## src/design/tsop_pkg.sv

```systemverilog
`timescale 1ns / 1ps

package tsop_pkg;

   // TCP option kinds and fixed lengths
   localparam logic [7:0] OPT_KIND_EOL    = 8'd0;
   localparam logic [7:0] OPT_KIND_NOP    = 8'd1;
   localparam logic [7:0] OPT_KIND_MSS    = 8'd2;
   localparam logic [7:0] OPT_KIND_WSCALE = 8'd3;
   localparam logic [7:0] OPT_MSS_SIZE    = 8'd4;
   localparam logic [7:0] OPT_WSCALE_SIZE = 8'd3;
   localparam logic [7:0] OPT_HDR_SIZE    = 8'd2;

   localparam logic [5:0] POS_MAX = 6'd63;

   typedef enum logic [1:0] {
      PH_KIND = 2'd0,
      PH_LEN  = 2'd1,
      PH_DATA = 2'd2,
      PH_STOP = 2'd3
   } tsop_phase_type;

   // one options byte with its side information
   typedef struct packed {
      logic       first;
      logic       last;
      logic [5:0] area_len;
      logic [7:0] opt_byte;
   } tsop_item_type;

   // one parse result; mss_seen ends up in the lowest bit
   typedef struct packed {
      logic [7:0]  wscale_value;
      logic        wscale_seen;
      logic [15:0] mss_value;
      logic        mss_seen;
   } tsop_result_type;

   // input stage to parser handoff
   typedef struct packed {
      logic          valid;
      tsop_item_type item;
   } tsop_stage_type;

endpackage

```

## src/design/tsop_in_reg.sv

```systemverilog
`timescale 1ns / 1ps

module tsop_in_reg
   import tsop_pkg::*;
(
   input  logic           clock,
   input  logic           reset,
   input  logic           in_valid,
   output logic           in_ready,
   input  tsop_item_type  in_item,
   input  logic           take,
   output tsop_stage_type stage
);

   logic          valid_ff, valid_in;
   tsop_item_type item_ff, item_in;

   // accept when empty or when the held word moves on this cycle
   assign in_ready = !valid_ff || take;

   always_comb begin
      valid_in = valid_ff;
      item_in  = item_ff;
      if (in_ready) begin
         valid_in = in_valid;
         if (in_valid) begin
            item_in = in_item;
         end
      end
   end

   always_ff @(posedge clock) begin
      if (reset) begin
         valid_ff <= 1'b0;
      end else begin
         valid_ff <= valid_in;
      end
      item_ff <= item_in;
   end

   assign stage.valid = valid_ff;
   assign stage.item  = item_ff;

endmodule

```

## src/design/tsop_parser.sv

```systemverilog
`timescale 1ns / 1ps

module tsop_parser
   import tsop_pkg::*;
#(
   parameter int MAX_OPTION_BYTES = 40
)
(
   input  logic            clock,
   input  logic            reset,
   input  logic            step,
   input  tsop_item_type   item,
   output tsop_result_type result
);

   localparam logic [5:0] AREA_MAX = 6'(MAX_OPTION_BYTES);

   tsop_phase_type phase_ff, phase_in, phase_nx, phase_b;
   logic [5:0]  pos_ff, pos_in, pos_b, pos_nx;
   logic [7:0]  kind_ff, kind_in, kind_b, kind_nx;
   logic [7:0]  len_ff, len_in, len_b, len_nx;
   logic [7:0]  left_ff, left_in, left_b, left_nx;
   logic [7:0]  high_ff, high_in, high_b, high_nx;
   logic [15:0] mss_ff, mss_in, mss_b, mss_nx;
   logic        mflag_ff, mflag_in, mflag_b, mflag_nx;
   logic [7:0]  ws_ff, ws_in, ws_b, ws_nx;
   logic        wflag_ff, wflag_in, wflag_b, wflag_nx;

   logic [7:0] b;
   logic [5:0] area;
   logic       out_area, kind_room, len_bad, mss_opt, ws_opt, active;
   logic [8:0] len_end;
   logic [7:0] idx, left_dec;

   // a first byte starts from the cleared state
   always_comb begin
      phase_b = item.first ? PH_KIND : phase_ff;
      pos_b   = item.first ? 6'd0    : pos_ff;
      kind_b  = item.first ? 8'd0    : kind_ff;
      len_b   = item.first ? 8'd0    : len_ff;
      left_b  = item.first ? 8'd0    : left_ff;
      high_b  = item.first ? 8'd0    : high_ff;
      mss_b   = item.first ? 16'd0   : mss_ff;
      mflag_b = item.first ? 1'b0    : mflag_ff;
      ws_b    = item.first ? 8'd0    : ws_ff;
      wflag_b = item.first ? 1'b0    : wflag_ff;
   end

   assign b         = item.opt_byte;
   assign area      = (item.area_len > AREA_MAX) ? AREA_MAX : item.area_len;
   assign out_area  = pos_b >= area;
   assign kind_room = ({1'b0, pos_b} + 7'd1) < {1'b0, area};
   // the kind byte sat one position before the length byte
   assign len_end   = {3'b000, pos_b} - 9'd1 + {1'b0, b};
   assign len_bad   = (b < OPT_HDR_SIZE) || (len_end > {3'b000, area});
   assign idx       = len_b - left_b - OPT_HDR_SIZE;
   assign left_dec  = left_b - 8'd1;
   assign mss_opt   = (kind_b == OPT_KIND_MSS) && (len_b == OPT_MSS_SIZE);
   assign ws_opt    = (kind_b == OPT_KIND_WSCALE) && (len_b == OPT_WSCALE_SIZE);
   assign active    = (phase_b != PH_STOP) && !out_area;

   // next phase
   always_comb begin
      phase_nx = phase_b;
      if (phase_b != PH_STOP && out_area) begin
         phase_nx = PH_STOP;
      end else begin
         case (phase_b)
            PH_KIND: begin
               if (b == OPT_KIND_EOL) begin
                  phase_nx = PH_STOP;
               end else if (b == OPT_KIND_NOP) begin
                  phase_nx = PH_KIND;
               end else if (!kind_room) begin
                  phase_nx = PH_STOP;
               end else begin
                  phase_nx = PH_LEN;
               end
            end
            PH_LEN: begin
               if (len_bad) begin
                  phase_nx = PH_STOP;
               end else if (b == OPT_HDR_SIZE) begin
                  phase_nx = PH_KIND;
               end else begin
                  phase_nx = PH_DATA;
               end
            end
            PH_DATA: begin
               phase_nx = (left_dec == 8'd0) ? PH_KIND : PH_DATA;
            end
            PH_STOP: phase_nx = PH_STOP;
            default: phase_nx = PH_STOP;
         endcase
      end
      if (item.last) begin
         phase_nx = PH_STOP;
      end
   end

   // option fields and stores
   always_comb begin
      kind_nx  = kind_b;
      len_nx   = len_b;
      left_nx  = left_b;
      high_nx  = high_b;
      mss_nx   = mss_b;
      mflag_nx = mflag_b;
      ws_nx    = ws_b;
      wflag_nx = wflag_b;
      if (active) begin
         case (phase_b)
            PH_KIND: begin
               if (b != OPT_KIND_EOL && b != OPT_KIND_NOP && kind_room) begin
                  kind_nx = b;
               end
            end
            PH_LEN: begin
               if (!len_bad) begin
                  len_nx  = b;
                  left_nx = b - OPT_HDR_SIZE;
               end
            end
            PH_DATA: begin
               left_nx = left_dec;
               if (mss_opt) begin
                  if (idx == 8'd0) begin
                     high_nx = b;
                  end else if (idx == 8'd1) begin
                     mss_nx   = {high_b, b};
                     mflag_nx = 1'b1;
                  end
               end else if (ws_opt && idx == 8'd0) begin
                  ws_nx    = b;
                  wflag_nx = 1'b1;
               end
            end
            default: ;
         endcase
      end
      if (item.last) begin
         pos_nx = 6'd0;
      end else begin
         pos_nx = (pos_b == POS_MAX) ? pos_b : pos_b + 6'd1;
      end
   end

   // hold everything when no byte advances
   assign phase_in = step ? phase_nx : phase_ff;
   assign pos_in   = step ? pos_nx   : pos_ff;
   assign kind_in  = step ? kind_nx  : kind_ff;
   assign len_in   = step ? len_nx   : len_ff;
   assign left_in  = step ? left_nx  : left_ff;
   assign high_in  = step ? high_nx  : high_ff;
   assign mss_in   = step ? mss_nx   : mss_ff;
   assign mflag_in = step ? mflag_nx : mflag_ff;
   assign ws_in    = step ? ws_nx    : ws_ff;
   assign wflag_in = step ? wflag_nx : wflag_ff;

   always_ff @(posedge clock) begin
      if (reset) begin
         phase_ff <= PH_KIND;
         pos_ff   <= 6'd0;
         kind_ff  <= 8'd0;
         len_ff   <= 8'd0;
         left_ff  <= 8'd0;
         high_ff  <= 8'd0;
         mss_ff   <= 16'd0;
         mflag_ff <= 1'b0;
         ws_ff    <= 8'd0;
         wflag_ff <= 1'b0;
      end else begin
         phase_ff <= phase_in;
         pos_ff   <= pos_in;
         kind_ff  <= kind_in;
         len_ff   <= len_in;
         left_ff  <= left_in;
         high_ff  <= high_in;
         mss_ff   <= mss_in;
         mflag_ff <= mflag_in;
         ws_ff    <= ws_in;
         wflag_ff <= wflag_in;
      end
   end

   assign result.mss_seen     = mflag_nx;
   assign result.mss_value    = mss_nx;
   assign result.wscale_seen  = wflag_nx;
   assign result.wscale_value = ws_nx;

endmodule

```

## src/design/tsop_out_reg.sv

```systemverilog
`timescale 1ns / 1ps

module tsop_out_reg
   import tsop_pkg::*;
(
   input  logic            clock,
   input  logic            reset,
   input  logic            load,
   input  tsop_result_type result,
   output logic            free,
   output logic            out_valid,
   input  logic            out_ready,
   output tsop_result_type out_result
);

   logic            valid_ff, valid_in;
   tsop_result_type result_ff, result_in;

   // slot is free when empty or drained this cycle
   assign free = !valid_ff || out_ready;

   always_comb begin
      valid_in  = valid_ff;
      result_in = result_ff;
      if (load) begin
         valid_in  = 1'b1;
         result_in = result;
      end else if (out_ready) begin
         valid_in = 1'b0;
      end
   end

   always_ff @(posedge clock) begin
      if (reset) begin
         valid_ff <= 1'b0;
      end else begin
         valid_ff <= valid_in;
      end
      result_ff <= result_in;
   end

   assign out_valid  = valid_ff;
   assign out_result = result_ff;

endmodule

```

## src/design/tcp_syn_option_parser.sv

```systemverilog
`timescale 1ns / 1ps

// TCP SYN option parser: walks the options area of a TCP header and reports
// the peer MSS and window-scale options.
//
// Input channel (req_): one options byte per word. req_tlast marks the final
// byte of the area, req_tuser[0] marks the first byte and clears the parser.
// Output channel (rsp_): one result word per byte that carried tlast.
//
// Result path: a byte with tlast waits in the input register; the edge that
// steps it on loads its result into the result register behind rsp_tvalid.
// Throughput: one byte per cycle while no tlast byte waits on a full result
// slot; the parse step for a byte is a single pass of shallow logic between
// the input register and the parser state.
//
// Reset: all parser state, flags and stores clear, both channels empty;
// the block behaves as if a first byte had just arrived.
// Stall: a result waits in the result register while rsp_tready is low;
// bytes without tlast keep flowing, a byte with tlast holds in the input
// register until the result slot frees, and req_tready stays low meanwhile.
module tcp_syn_option_parser
   import tsop_pkg::*;
#(
   parameter int MAX_OPTION_BYTES = 40
)
(
   input  logic        clock,
   input  logic        reset,
   input  logic        req_tvalid,
   output logic        req_tready,
   input  logic [15:0] req_tdata,  // [7:0] opt_byte, [13:8] area_len, [15:14] zero
   input  logic [0:0]  req_tuser,  // [0] first
   input  logic        req_tlast,  // last byte of the options area
   output logic        rsp_tvalid,
   input  logic        rsp_tready,
   output logic [31:0] rsp_tdata   // [0] mss_seen, [16:1] mss_value,
                                   // [17] wscale_seen, [25:18] wscale_value,
                                   // [31:26] zero
);

   tsop_item_type   req_item;
   tsop_stage_type  stage;
   tsop_result_type result, rsp_result;
   logic            step, out_free;

   // unpack the request word
   assign req_item.first    = req_tuser[0];
   assign req_item.last     = req_tlast;
   assign req_item.area_len = req_tdata[13:8];
   assign req_item.opt_byte = req_tdata[7:0];

   // advance a byte unless it would emit into a full result slot
   assign step = stage.valid && (!stage.item.last || out_free);

   tsop_in_reg u_in_reg (
      .clock    (clock),
      .reset    (reset),
      .in_valid (req_tvalid),
      .in_ready (req_tready),
      .in_item  (req_item),
      .take     (step),
      .stage    (stage)
   );

   tsop_parser #(
      .MAX_OPTION_BYTES (MAX_OPTION_BYTES)
   ) u_parser (
      .clock  (clock),
      .reset  (reset),
      .step   (step),
      .item   (stage.item),
      .result (result)
   );

   tsop_out_reg u_out_reg (
      .clock      (clock),
      .reset      (reset),
      .load       (step && stage.item.last),
      .result     (result),
      .free       (out_free),
      .out_valid  (rsp_tvalid),
      .out_ready  (rsp_tready),
      .out_result (rsp_result)
   );

   assign rsp_tdata = {6'b000000, rsp_result};

endmodule

```

## config.mk

```make
export PLATFORM = sky130hd
export DESIGN_NAME = tcp_syn_option_parser
export DESIGN_NICKNAME = d
export VERILOG_FILES = /design/src/design/tsop_pkg.sv /design/src/design/tsop_in_reg.sv /design/src/design/tsop_parser.sv /design/src/design/tsop_out_reg.sv /design/src/design/tcp_syn_option_parser.sv
export SDC_FILE = /design/constraint.sdc
export NUM_CORES = 1
export LEC_CHECK = 0
export CAP_MARGIN = 20
export CORE_ASPECT_RATIO = 1.5
export CORE_MARGIN = 1.5
export CORE_UTILIZATION = 25
export CTS_CLUSTER_DIAMETER = 60
export DETAILED_ROUTE_END_ITERATION = 8
export DONT_BUFFER_PORTS = 1
export MAX_ROUTING_LAYER = met4
export PLACE_DENSITY = 0.41
export SETUP_SLACK_MARGIN = 0.3
export SLEW_MARGIN = 10
export SYNTH_ARGS = -nofsm -noshare
export SYNTH_HDL_FRONTEND = slang
export SYNTH_SLANG_ARGS = --single-unit
```

## constraint.sdc

```tcl
create_clock -name clock -period 6.41 [get_ports clock]
set_input_delay 0.3205 -clock clock [delete_from_list [all_inputs] [get_ports clock]]
set_output_delay 0.3205 -clock clock [all_outputs]
set_load 0.02 [all_outputs]
```

# After elaboration in Yosys (flattened, before gate mapping)
# Cells that the tools add are included.
# classes
add_sub_neg,8
n_mul,0
n_div,0
magnitude_cmp,5
eq_ne,13
shifts,0
mux,55
bitwise_logic,0
reduce_logical,24
# ops
op,count
$mux W8,21
$mux W16,6
$eq A8 B2 Y1 const B,4
$logic_not A8 Y1,3
$mux W6,4
$mux W2,9
$eq A8 B1 Y1 const B,2
$pmux W8 S2,1
$sub A8 B2 Y8 const B,2
$mux W1,13
$add A9 B8 Y9,1
$gt A9 B6 Y1,1
$logic_and A1 B1 Y1,9
$eq A8 B3 Y1 const B,1
$lt A8 B2 Y1 const B,1
$ne A8 B1 Y1 const B,1
$pmux W2 S4,1
$reduce_bool A8 Y1,1
$sub A8 B1 Y8 const B,1
$sub A8 B8 Y8,1
$add A6 B1 Y7 const B,1
$lt A7 B6 Y1,1
$sub A6 B1 Y7 const B,1
$add A6 B1 Y6 const B,1
11 further kinds,18
# word_totals
reg_bits,110
latch_bits,0
ramBits,0
romBits,0
output_inout_bits,34
elab_cells,125
n_memories,0

# Logic depth before layout (Yosys ltp)
# Gate-level depths: netlist (run 1).
# logic_depth
ltp_word,9
mapped_depth,19

# Modules after synthesis
# A second synthesis (run 1) with hierarchy kept.
# hier_totals
hier_cells,682
area_unflattened_um2,6451.2
# by_module_without_submodules
mod,instances,cells_each,area_each_um2
tsop_parser,1,620,5013.6
tsop_out_reg,1,30,827.0
tsop_in_reg,1,22,543.0
tcp_syn_option_parser,1,10,67.6

# Worst setup path before layout (run 1)
# Ideal clock, no wire load.
# synth_timing
kind,reg2reg
startpoint,"register u_in_reg.item_ff, in the netlist u_in_reg.stage[15]"
endpoint,"register u_out_reg.result_ff, in the netlist u_out_reg.out_result[10], data pin"
setup_time_ns,0.266
arrival_ns,4.296
required_ns,6.144
path_slack_ns,1.848
path_stages_with_launch,19
synth_period_minus_slack_ns,4.562
cell_sequence,edfxtp_1 -> buf_2 -> inv_1 -> buf_1 -> clkbuf_1 -> nand2_1 -> ha_1 -> inv_1 -> ha_1 -> inv_1 -> fa_1 -> or4b_1 -> nor4_1 -> nand4_1 -> or4_4 -> a2111oi_4 -> buf_6 -> mux2i_1 -> nor2_1
# synth_lines
element,line,rtl
start: declaration,tsop_in_reg.sv:16,"tsop_item_type item_ff, item_in;"
start signal: assignment,tsop_in_reg.sv:38,item_ff <= item_in;
end signal: assignment,tsop_out_reg.sv:39,result_ff <= result_in;
end: declaration,tsop_out_reg.sv:17,"tsop_result_type result_ff, result_in;"

==> results summary, run 1 <==
The synthesized area divided by synthesized cell count is approximately 9 um^2. Adding up every negative setup slack in the final design gives 0 ns. The effective utilization at floorplan came out at between 20% and 30%. In this run the register-to-register setup slack is 1.15 ns. The unique cell type count in the Yosys netlist is 70.

The overall power after layout came out at between 1 and 1.5 mW. The TritonCTS sink count came out at 110. The total number of placement rows came out at 73. Counting I/O delays and the setup requirement, the final critical path takes 5.26 ns.

The power density relative to cell area is between 200 and 250 mW/mm^2. The stage delay of the slowest cell on the critical path is 0.76 ns. The most instantiated library cell after synthesis is nand2_1.

The post-route DRC violation count came out at 0. The number of hold-slack violations in the final timing report is 0. After synthesis, the cell types taking the most area are dfxtp_1, edfxtp_1, ha_1, nand2_1, nor2_1. By count the netlist is led by nand2_1, dfxtp_1, nor2_1. The slowest stage of the critical path belongs to the cell a2111oi_4.

The final max-slew violation count came out at 0. The total overflow reported by the global router came out at 0. The highest clock rate is ~190 MHz. The pin count of the biggest net entering global routing came out at between 90 and 100.

The first TritonRoute pass finished after 5 iterations. The cell type contributing the most total cell area after synthesis is dfxtp_1. The post-layout instance area is 0.00725 mm^2. The area growth from synthesis to layout came out at 7.66%. The number of buffers added by the clock tree synthesis step is 9. The worst slew slack as a fraction of its limit came out at between 30% and 40%. The number of antenna violations at the first check in global routing came to 0. The most used flip-flop cell after synthesis is dfxtp_1. The H-tree generated during clock tree synthesis spans 3 levels. The finished layout holds 1042 standard cells, fillers aside. Counting stages on the worst path, the most repeated cell is inv_1. The logic depth of the worst register-to-register path is 14. In this run the worst path has a maximum fanout of 19.

The endpoint of the worst hold-timing path is u_parser.wflag_ff$_SDFFE_PP0P_. The static leakage came out at 2.46 nW. The first-pass GRT wire length is 29600 um. The total I/O pin count came out at 56. Setup repair after global routing left no endpoint under its margin. The critical path data required time came out at ~6.5 ns.

The detailed-route vias per instance is 4.99. The number of routed nets with antenna violations came out at 0. The fill cell total of the finished layout came out at between 2000 and 3000. The worst register-to-register path begins at u_in_reg.stage[15]$_DFFE_PP_. The clock-pin slew on the worst setup and hold paths came out at roughly 0.080 ns. The proportion of layout cells with a drive suffix above 1 is under 10%. The category of the worst setup path launch point is a flop. The total setup buffers inserted after CTS is 0.

The category of the critical setup timing path is flop to flop. The max-capacitance violation count came out at 0. The die outline area came out at roughly 0.028 mm^2.

Yosys printed 0 warnings. Buffers inserted to repair hold after CTS numbered 0. In the final routed layout, each cell accounts on average for 18.0 um. Measured along the x axis, the die boundary spans about 140 um. The overall track demand over capacity in global routing is 14.4%. The total number of vias is 5198. The number of diodes added for antenna fixing is 0. At the pin with the least slew margin, the transition time is roughly 1.0 ns. The total routed wirelength is roughly 19000 um. The critical path contains buffers and inverters numbering 4 combined. Data arrives at the worst endpoint at roughly 5.3 ns.

The placed instance area is 0.00697 mm^2. The wire-length estimate of the detail-placed layout is ~13000 um. For this run, the register share of the synthesized area comes to ~39%. The startpoint identified for the worst hold timing path is reset. The register bit count reported by yosys came out at 110. VDD sags by at most ~0.00012 V. The later pin in the worst-skew pair is clocked with a latency of 0.36 ns. The critical path capture point type is a flop. Once the clock tree was built, the resizer swapped 0 gates to a different size.

The number of global-route vias before repair came out at about 5200. The run finished with clean final reports. The count of input and output buffers came out at 0. Among cell families on the critical path, the largest total delay comes from simple AND/OR/NAND/NOR gates. TritonCTS built the clock tree. The floorplan step defined a core boundary enclosing between 0.02 and 0.03 mm^2. In this run the worst hold path is classified as input port to flop. The final number of setup-violating endpoints is 0. At the end of the flow, the number of nets in the layout was 772. The buffer depth of the longest clock path came out at 2. Counting flops with an async set or reset pin after synthesis yields a share of 0%. The share of Yosys cell area claimed by the top area cell type came out at approximately a fifth.

Counting every instance in the synthesized netlist gives 730. The placed cell count came out at about 1000. In this run the critical register-to-register path is captured at u_out_reg.out_result[7]$_DFFE_PP_. The pre-CTS setup slack came out at about 1.1 ns.

The number of DRC violations after detailed-routing iteration 0 is between 300 and 400. The number of flops mapped to enable cells by yosys is 42. Across the routed clock network, the largest skew measured is 0.0140 ns. The critical path goes through inv_1 > nand2_1 > inv_1 > ha_1 > inv_1 > ha_1 > inv_1 > fa_1 > or4b_1 > nor4_1 > nand4_1 > or4_1 > a2111oi_4 > o21ai_0. Clock tree synthesis selected as its root buffer the cell clkbuf_16. Summing every instance area after synthesis gives a little under 0.007 mm^2. The worst setup slack after layout came out at approximately 1.1 ns. The weighted congestion at the end of routability-driven global placement came out at roughly 0.78. Along the worst hold path, the cell count comes to 1. The die height is a little over 200 um. The share of the clock period used by the worst path is 82.1%.
area by class of cell:
type / instances / area [um^2] / area share, %
sequential: 110 / 2620 / 36.2
inverter: 42 / 158 / 2.18
multi-input combinational: 529 / 3700 / 51.1
tap: 337 / 422 / 5.82
clock inverter: 6 / 42.5 / 0.587
clock buffer: 10 / 239 / 3.30
timing repair buffer: 8 / 60.1 / 0.829
worst max-delay path by stage:
stage | end | from | slack, ns | cells after the start
2_1_floorplan | u_out_reg.out_result[10]$_DFFE_PP_ | u_in_reg.stage[15]$_DFFE_PP_ | 1.85 | 18
3_5_place_dp | u_out_reg.out_result[7]$_DFFE_PP_ | u_in_reg.stage[15]$_DFFE_PP_ | 1.09 | 14
3_3_place_gp | u_out_reg.out_result[7]$_DFFE_PP_ | u_in_reg.stage[15]$_DFFE_PP_ | 1.14 | 14
4_1_cts | u_out_reg.out_result[7]$_DFFE_PP_ | u_in_reg.stage[15]$_DFFE_PP_ | 1.06 | 14
6_report | u_out_reg.out_result[7]$_DFFE_PP_ | u_in_reg.stage[15]$_DFFE_PP_ | 1.15 | 14
5_1_grt | u_out_reg.out_result[6]$_DFFE_PP_ | u_in_reg.stage[15]$_DFFE_PP_ | 0.79 | 14
cell usage in the layout (no fill, tap or decap), types with 6 or more instances in the layout:
| cell | instances |
|---|---|
| nand2_1 | 87 |
| dfxtp_1 | 68 |
| nor2_1 | 50 |
| ha_1 | 48 |
| inv_1 | 42 |
| edfxtp_1 | 42 |
| a21oi_1 | 35 |
| nand3_1 | 29 |
| o21ai_0 | 27 |
| nand4b_1 | 17 |
| nand3b_1 | 17 |
| xnor2_1 | 16 |
| o311ai_0 | 16 |
| nor2b_1 | 15 |
| mux2i_1 | 15 |
| o211ai_1 | 10 |
| xor2_1 | 10 |
| clkbuf_16 | 9 |
| and2_1 | 8 |
| a22oi_1 | 8 |
| o32ai_1 | 8 |
| a22o_1 | 8 |
| buf_4 | 8 |
| nand2b_1 | 7 |
| nor4_1 | 7 |
| or3_1 | 6 |
| nor3_1 | 6 |
| conb_1 | 6 |
registers in the layout (all words and copies together) (netlist names):
name	flops
u_in_reg.valid_ff	1
u_parser.wflag_ff	1
u_parser.mflag_ff	1
u_parser.phase_ff	2
u_parser.pos_ff	6
u_out_reg.out_valid	1
u_parser.ws_ff	8
u_parser.len_ff	8
u_in_reg.stage	16
u_out_reg.out_result	26
u_parser.left_ff	8
u_parser.high_ff	8
u_parser.mss_ff	16
u_parser.kind_ff	8
kinds of logic after synthesis:
| family | synth area share [%] |
|---|---|
| AO/OA/AOI/OAI | 18.2 |
| XOR/XNOR | 3.38 |
| adder cells (fa/ha/maj) | 9.52 |
| buffers and inverters | 6.43 |
| flip-flops | 39.0 |
| multiplexers | 2.56 |
| other | 0.0557 |
| AND/OR/NAND/NOR | 20.9 |
metal layers:
metal | share of wire [%] | routed length (um) | global-route usage, % | vias to the layer above
met3 | 2.7 | 514 | 2.03 | 19
met5 | 0 | 0 | - | -
met4 | 1.8 | 342 | 4.70 | 0
met2 | 52 | 9820 | 25.4 | 106
li1 | - | - | - | 2577
met1 | 43 | 8070 | 16.8 | 2496
metrics by stage:
step	hold slack, ns	utilization [%]
finish	0.0202	27.4
global route	0.00973	27.4
CTS	0.0151	27.4
detailed placement	0.409	26.3
global placement	0.404	26.3
floorplan	0.419	-
power breakdown:
part,internal [mW],switching [mW],total (mW),leakage [nW]
combinational,0.0520,0.0896,0.142,1.36
clock,0.277,0.278,0.555,0.144
sequential,0.739,0.0277,0.766,0.956
Note: power is estimated with default switching activity, not from simulation.
==> inputs of run 2 (changes only) <==
- clock period: 6.41 -> 5 ns (I/O delays scaled with it)
==> run 2 against run 1 <==
Flip-flop and latch count is the same. Clock power grew 32%. Worst hold slack gained 0.014 ns. Critical endpoint is now u_out_reg.out_result[13]$_DFFE_PP_. Largest power group unchanged. Clock-buffer cell count grew 2. Worst setup slack lost 0.60 ns. Non-clock buffer count grew 29.
==> results summary, run 2 (synthesis results as in run 1) <==
The total number of vias is 5251 (was 5198). The power density relative to cell area is 254 mW/mm^2 (was 202 mW/mm^2). The standard cell core area is 0.0265 mm^2 (unchanged). The category of the critical setup timing path was flop to flop (unchanged). The clock-pin slew on the worst setup and hold paths came to 0.08 ns (about the same). The max-capacitance violation count was 0 (unchanged). The buffer type at the clock tree root is clkbuf_16 (unchanged). The total routed wirelength came to 18900 um (was 18700 um). The total I/O pin count is 56 (unchanged).

The number of DRC violations after detailed-routing iteration 0 came out at 294 (was 316). The first-pass GRT wire length is 29600 um (about the same). The weighted congestion at the end of routability-driven global placement came out at 0.792 (was 0.782). The logic depth of the worst register-to-register path is 12 (was 14). The worst hold path depth came out at 1 (unchanged). The largest clock skew in the final design is 0.0103 ns (was 0.0140 ns). The later-pin clock latency in the skew report came out at 0.37 ns (was 0.36 ns). The fill cell total of the finished layout was 2813 (was 2818). The pin count of the biggest net entering global routing is 58 (was 98).

The CTS tree is yes (unchanged). The number of flip-flops under the largest register name is 26 (unchanged). The final max-slew violation count is 0 (unchanged). The transition time at the pin with the least slew margin was 0.995 ns (was 1.03 ns).

The post-route DRC violation count was 0 (unchanged). The terminus of the critical flop-to-flop path was u_out_reg.out_result[13]$_DFFE_PP_ (was u_out_reg.out_result[7]$_DFFE_PP_). The number of hold-slack violations in the final timing report was 0 (unchanged).

The proportion of layout cells with a drive suffix above 1 came out at 7.49% (was 6.10%). The number of routed nets with antenna violations is 0 (unchanged). The number of nets in the final layout came out at 801 (was 772). The source of the worst hold timing path is reset (unchanged). The number of global-route vias before repair came out at 5254 (was 5181). The buffer depth of the longest clock path is 2 (unchanged). The post-layout instance area is 0.00755 mm^2 (was 0.00725 mm^2). The highest clock rate came out at 225 MHz (was 190 MHz). The level count of the clock H-tree is 3 (unchanged).

The share of the clock period used by the worst path is 89.1% (was 82.1%). The total setup buffers inserted after CTS is 0 (unchanged). The total number of placement rows came out at 73 (unchanged). The endpoint of the worst hold-timing path is u_parser.left_ff[5]$_SDFFE_PP0P_ (was u_parser.wflag_ff$_SDFFE_PP0P_). The pre-CTS setup slack is 0.471 ns (was 1.09 ns).

Most frequent cells in the layout: nand2_1, dfxtp_1, nor2_1 (unchanged). The setup slack of the worst register-to-register path was 0.55 ns (was 1.15 ns). The die outline area is 0.0279 mm^2 (unchanged). The sum of negative setup slack is 0 ns (unchanged). The critical register-to-register path startpoint is u_in_reg.stage[15]$_DFFE_PP_ (unchanged).

The area growth from synthesis to layout was 12.2% (was 7.66%). The final number of setup-violating endpoints is 0 (unchanged). The TritonCTS sink count came out at 110 (unchanged). Run status: complete, no violations (unchanged). The critical path data required time is 5.11 ns (was 6.45 ns). The number of buffers added by the clock tree synthesis step came out at 9 (unchanged). The half-perimeter wire length after detailed placement is 13200 um (was 12900 um).

The worst setup slack after layout is 0.546 ns (was 1.15 ns). The worst slew slack as a fraction of its limit came out at 33.5% (was 30.9%). The die width came to 137 um (unchanged). The worst hold-check slack is 0.0337 ns (was 0.0202 ns). The maximum fanout along the worst path came to 34 (was 19). The overall power after layout is 1.92 mW (was 1.46 mW). The detailed-route vias per instance came out at 4.90 (was 4.99).

The final critical path time including I/O delays and setup came to 4.45 ns (was 5.26 ns). The detailed-router iteration count before antenna repair is 4 (was 5). The detail-routed net length per standard cell came to 17.6 um (was 18.0 um). The critical path capture point type was a flop (unchanged).

The number of diodes added for antenna fixing came out at 0 (unchanged). The overall track demand over capacity in global routing came out at 14.4% (about the same). RSZ-0062 raised after global routing: false (unchanged).

The maximum vdd ir drop was 0.000190 V (was 0.000123 V). The total overflow reported by the global router is 0 (unchanged). The placed instance area came out at 0.00706 mm^2 (was 0.00697 mm^2).

The arrival time of the worst setup path was 4.56 ns (was 5.30 ns). The number of antenna violations at the first check in global routing came out at 0 (unchanged). The die height is 204 um (unchanged). The most common library cell in the layout ignoring fill and taps is nand2_1 (unchanged). The category of the worst setup path launch point is a flop (unchanged). The count of input and output buffers is 0 (unchanged). The effective utilization at floorplan is 25.4% (unchanged). The static leakage came out at 2.59 nW (was 2.46 nW). The worst hold path class is input port to flop (unchanged).
==> run 2: cell count changes in the layout (fill, tap and decap cells not counted), sizes merged <==
cell         previous run  this run
dlygate4sd3             0        17
buf                     8        20
clkbuf                 10        12
clkinv                  3         1
clkinvlp                0         1
inv                    45        44
==> run 2: layer usage <==
metal | wire length [um] | global-route usage (%) | vias up
li1 | - | - | 2637
met1 | 7980 | 16.1 | 2519
met2 | 10100 | 26.2 | 77
met3 | 572 | 1.98 | 18
met4 | 282 | 4.47 | 0
met5 | 0 | - | -
==> run 2: worst max-delay path by stage <==
stage	end	slack, ns	depth (start not counted)	start
after floorplan	u_out_reg.out_result[10]$_DFFE_PP_	0.44	18	u_in_reg.stage[15]$_DFFE_PP_
after global placement	u_out_reg.out_result[23]$_DFFE_PP_	0.49	15	u_in_reg.stage[15]$_DFFE_PP_
after detailed placement	u_out_reg.out_result[23]$_DFFE_PP_	0.47	15	u_in_reg.stage[15]$_DFFE_PP_
after CTS	u_out_reg.out_result[23]$_DFFE_PP_	0.45	15	u_in_reg.stage[15]$_DFFE_PP_
after global routing	u_out_reg.out_result[13]$_DFFE_PP_	0.31	12	u_in_reg.stage[15]$_DFFE_PP_
final	u_out_reg.out_result[13]$_DFFE_PP_	0.55	12	u_in_reg.stage[15]$_DFFE_PP_
==> run 2: report_power, final <==
| group | switching (mW) | internal (mW) | leakage (nW) |
|---|---|---|---|
| Combinational | 0.128 | 0.0803 | 1.49 |
| Sequential | 0.0305 | 0.947 | 0.956 |
| Clock | 0.348 | 0.384 | 0.145 |
| Total | 0.507 | 1.41 | 2.59 |
==> run 2: metrics by stage <==
stage / utilization, % / cells
global route: 28.5 / 1071
finish: 28.5 / 1071
global placement: 26.7 / 1037
floorplan: - / 735
CTS: 28.5 / 1071
detailed placement: 26.7 / 1037
==> run 2: final cells by class <==
| class | instances | area (um^2) | share of cell area, % |
|---|---|---|---|
| clock buffer | 12 | 268 | 3.55 |
| clock inverter | 4 | 27.5 | 0.365 |
| inverter | 42 | 158 | 2.09 |
| multi-input combinational | 529 | 3700 | 49.1 |
| sequential | 110 | 2620 | 34.7 |
| tap | 337 | 422 | 5.58 |
| timing repair buffer | 37 | 349 | 4.62 |
==> run 2: critical path, cell delays in order, from the launching register on <==
cell,delay [ns]
edfxtp_1,0.43
buf_4,0.29
nor2b_1,0.35
ha_1,0.34
fa_1,0.55
or4b_1,0.42
nor4_1,0.31
nand4_1,0.19
or4_4,0.52
a2111oi_4,0.26
buf_12,0.24
mux2i_1,0.21
nor2_1,0.06
==> run 2: what timing repair did <==
item,CTS,global route
hold buffers,18,0
endpoints found under the setup margin,0,24
gates resized for setup,0,2
endpoints found under the hold margin,56,0
==> inputs of run 3 (changes only) <==
- CELL_PAD_IN_SITES_DETAIL_PLACEMENT: default -> 1
- CELL_PAD_IN_SITES_GLOBAL_PLACEMENT: default -> 1
- PLACE_DENSITY: 0.41 -> 0.49
==> run 3 against run 2 <==
Utilization shrank 0.076 points. Clock power increased by 4.9%. Clock skew is 0.0042 ns higher. Clock-buffer cell count decreased by 3. Non-clock buffer count decreased by 3. Combinational power up 2%. Register-to-register slack better by 0.04 ns. Wire length up 10%. Critical path type unchanged.
==> results summary, run 3 (synthesis results as in run 1) <==
The overall track demand over capacity in global routing is 16.1% (was 14.4%). The most common library cell in the layout ignoring fill and taps is nand2_1 (unchanged). The buffer depth of the longest clock path is 2 (unchanged). The start point of the critical path was u_in_reg.stage[15]$_DFFE_PP_ (unchanged). The total I/O pin count came out at 56 (unchanged). The post-route DRC violation count came to 0 (unchanged). The overall power after layout is 1.96 mW (was 1.92 mW). The endpoint of the worst setup timing path was u_out_reg.out_result[9]$_DFFE_PP_ (was u_out_reg.out_result[13]$_DFFE_PP_).

Most frequent cells in the layout: nand2_1, dfxtp_1, nor2_1 (unchanged). The post-layout instance area came to 0.00753 mm^2 (was 0.00755 mm^2). The die outline area came to 0.0279 mm^2 (unchanged).

Run status: complete, no violations (unchanged). The number of nets in the final layout is 798 (was 801). The maximum vdd ir drop is 0.000202 V (was 0.000190 V). The clock-pin slew on the worst setup and hold paths is 0.08 ns (about the same). The number of diodes added for antenna fixing came out at 0 (unchanged). The half-perimeter wire length after detailed placement is 14300 um (was 13200 um).

The proportion of layout cells with a drive suffix above 1 came out at 7.11% (was 7.49%). The count of input and output buffers came out at 0 (unchanged). The number of DRC violations after detailed-routing iteration 0 was 204 (was 294). The setup slack of the worst register-to-register path is 0.59 ns (was 0.55 ns). The category of the worst setup path launch point was a flop (unchanged). The transition time at the pin with the least slew margin is 1.09 ns (was 0.995 ns). The category of the critical setup timing path was flop to flop (unchanged).

The pin count of the biggest net entering global routing is 58 (unchanged). The CTS tree was yes (unchanged). The number of routed nets with antenna violations is 0 (unchanged). The die width is 137 um (unchanged).

The critical path capture point type is a flop (unchanged). The maximum fanout along the worst path is 34 (unchanged). The number of hold-slack violations in the final timing report was 0 (unchanged). The buffer type at the clock tree root is clkbuf_16 (unchanged). The die height came out at 204 um (unchanged).

The final max-slew violation count is 0 (unchanged). The area taken by flip-flops and latches came out at 0.00262 mm^2 (unchanged). The sum of negative setup slack came out at 0 ns (unchanged). The total overflow reported by the global router is 0 (unchanged). The level count of the clock H-tree is 3 (unchanged). The total routed wirelength came out at 20800 um (was 18900 um). The power density relative to cell area is 260 mW/mm^2 (was 254 mW/mm^2).

The share of the clock period used by the worst path is 88.3% (was 89.1%). The placed cell count came out at 1034 (was 1037). The terminus of the critical flop-to-flop path is u_out_reg.out_result[9]$_DFFE_PP_ (was u_out_reg.out_result[13]$_DFFE_PP_).

The largest clock skew in the final design came out at 0.0145 ns (was 0.0103 ns). The total number of placement rows is 73 (unchanged). The highest clock rate is 227 MHz (was 225 MHz).

The first-pass GRT wire length was 33100 um (was 29600 um). The total setup buffers inserted after CTS is 0 (unchanged). The max-capacitance violation count is 0 (unchanged).

The worst hold path class is input port to flop (unchanged). The logic depth of the worst register-to-register path came to 12 (unchanged). The area growth from synthesis to layout came out at 11.9% (was 12.2%). The detail-routed net length per standard cell was 19.5 um (was 17.6 um).

The static leakage came out at 2.59 nW (about the same). The later-pin clock latency in the skew report came to 0.38 ns (was 0.37 ns). The weighted congestion at the end of routability-driven global placement came out at 0.810 (was 0.792). The worst hold-check slack came out at 0.0347 ns (was 0.0337 ns). The standard cell core area is 0.0265 mm^2 (unchanged). The core utilization of the finished layout is 28.4% (was 28.5%). The critical path data required time is 5.11 ns (about the same).

The number of antenna violations at the first check in global routing is 0 (unchanged). The total number of vias came out at 5479 (was 5251). The detailed-route vias per instance is 5.13 (was 4.90). The number of flip-flops under the largest register name is 26 (unchanged). The worst slew slack as a fraction of its limit came to 26.8% (was 33.5%). RSZ-0062 raised after global routing: true (was false). The number of non-filler instances in the completed layout came out at 1068 (was 1071).

The number of buffers added by the clock tree synthesis step was 9 (unchanged). The pre-CTS setup slack is 0.451 ns (was 0.471 ns). The worst setup slack after layout was 0.587 ns (was 0.546 ns). The detailed-router iteration count before antenna repair is 4 (unchanged).

The TritonCTS sink count was 110 (unchanged). The number of global-route vias before repair is 5926 (was 5254). The effective utilization at floorplan was 25.4% (unchanged). The fill cell total of the finished layout is 3039 (was 2813).

The arrival time of the worst setup path is 4.53 ns (was 4.56 ns). The placed instance area came out at 0.00704 mm^2 (was 0.00706 mm^2). The critical register-to-register path startpoint is u_in_reg.stage[15]$_DFFE_PP_ (unchanged). The final critical path time including I/O delays and setup came out at 4.41 ns (was 4.45 ns). The area taken by multi-input logic gates is 0.00371 mm^2 (was 0.00370 mm^2). The final number of setup-violating endpoints is 0 (unchanged).
[run 3: power breakdown]
part | total, mW | internal [mW] | switching, mW
sequential | 0.979 | 0.947 | 0.0320
clock | 0.768 | 0.392 | 0.376
combinational | 0.214 | 0.0804 | 0.134
[run 3: repair_timing]
item,4_1_cts,5_1_grt
hold buffers,18,0
endpoints found under the setup margin,0,20
gates resized for setup,0,3
hold endpoints to repair,57,0
[run 3: worst max-delay path, stage by stage, from the launching register on]
cell,delay [ns]
edfxtp_1,0.40
buf_4,0.27
nor2b_1,0.32
ha_1,0.33
fa_1,0.54
or4b_1,0.43
nor4_1,0.33
nand4_1,0.17
or4_4,0.51
a2111oi_4,0.27
buf_12,0.26
mux2i_1,0.23
nor2_1,0.05
[run 3: per-layer routing]
layer / track usage, % / wire (um) / vias up
met5: - / 0 / -
met4: 6.20 / 546 / 0
met3: 2.18 / 379 / 38
met2: 29.4 / 11200 / 74
met1: 17.4 / 8740 / 2740
li1: - / - / 2627
[run 3: final cells by class]
cell class / count / share of cell area, %
multi-input combinational: 529 / 49.2
timing repair buffer: 34 / 4.34
sequential: 110 / 34.8
inverter: 42 / 2.09
tap: 337 / 5.60
clock inverter: 7 / 0.947
clock buffer: 9 / 2.99
[run 3: how the worst min path moves through the flow]
| stage | start | to | slack, ns | cells past startpoint |
|---|---|---|---|---|
| floorplan | req_tdata[0] | u_in_reg.stage[0]$_DFFE_PP_ | 0.35 | 0 |
| global placement | reset | u_in_reg.valid_ff$_SDFFE_PP0N_ | 0.33 | 1 |
| detailed placement | reset | u_in_reg.valid_ff$_SDFFE_PP0N_ | 0.33 | 1 |
| CTS | reset | u_parser.left_ff[6]$_SDFFE_PP0P_ | 0.003 | 1 |
| global route | reset | u_parser.left_ff[6]$_SDFFE_PP0P_ | 0.009 | 1 |
| finish | reset | u_parser.left_ff[6]$_SDFFE_PP0P_ | 0.03 | 1 |
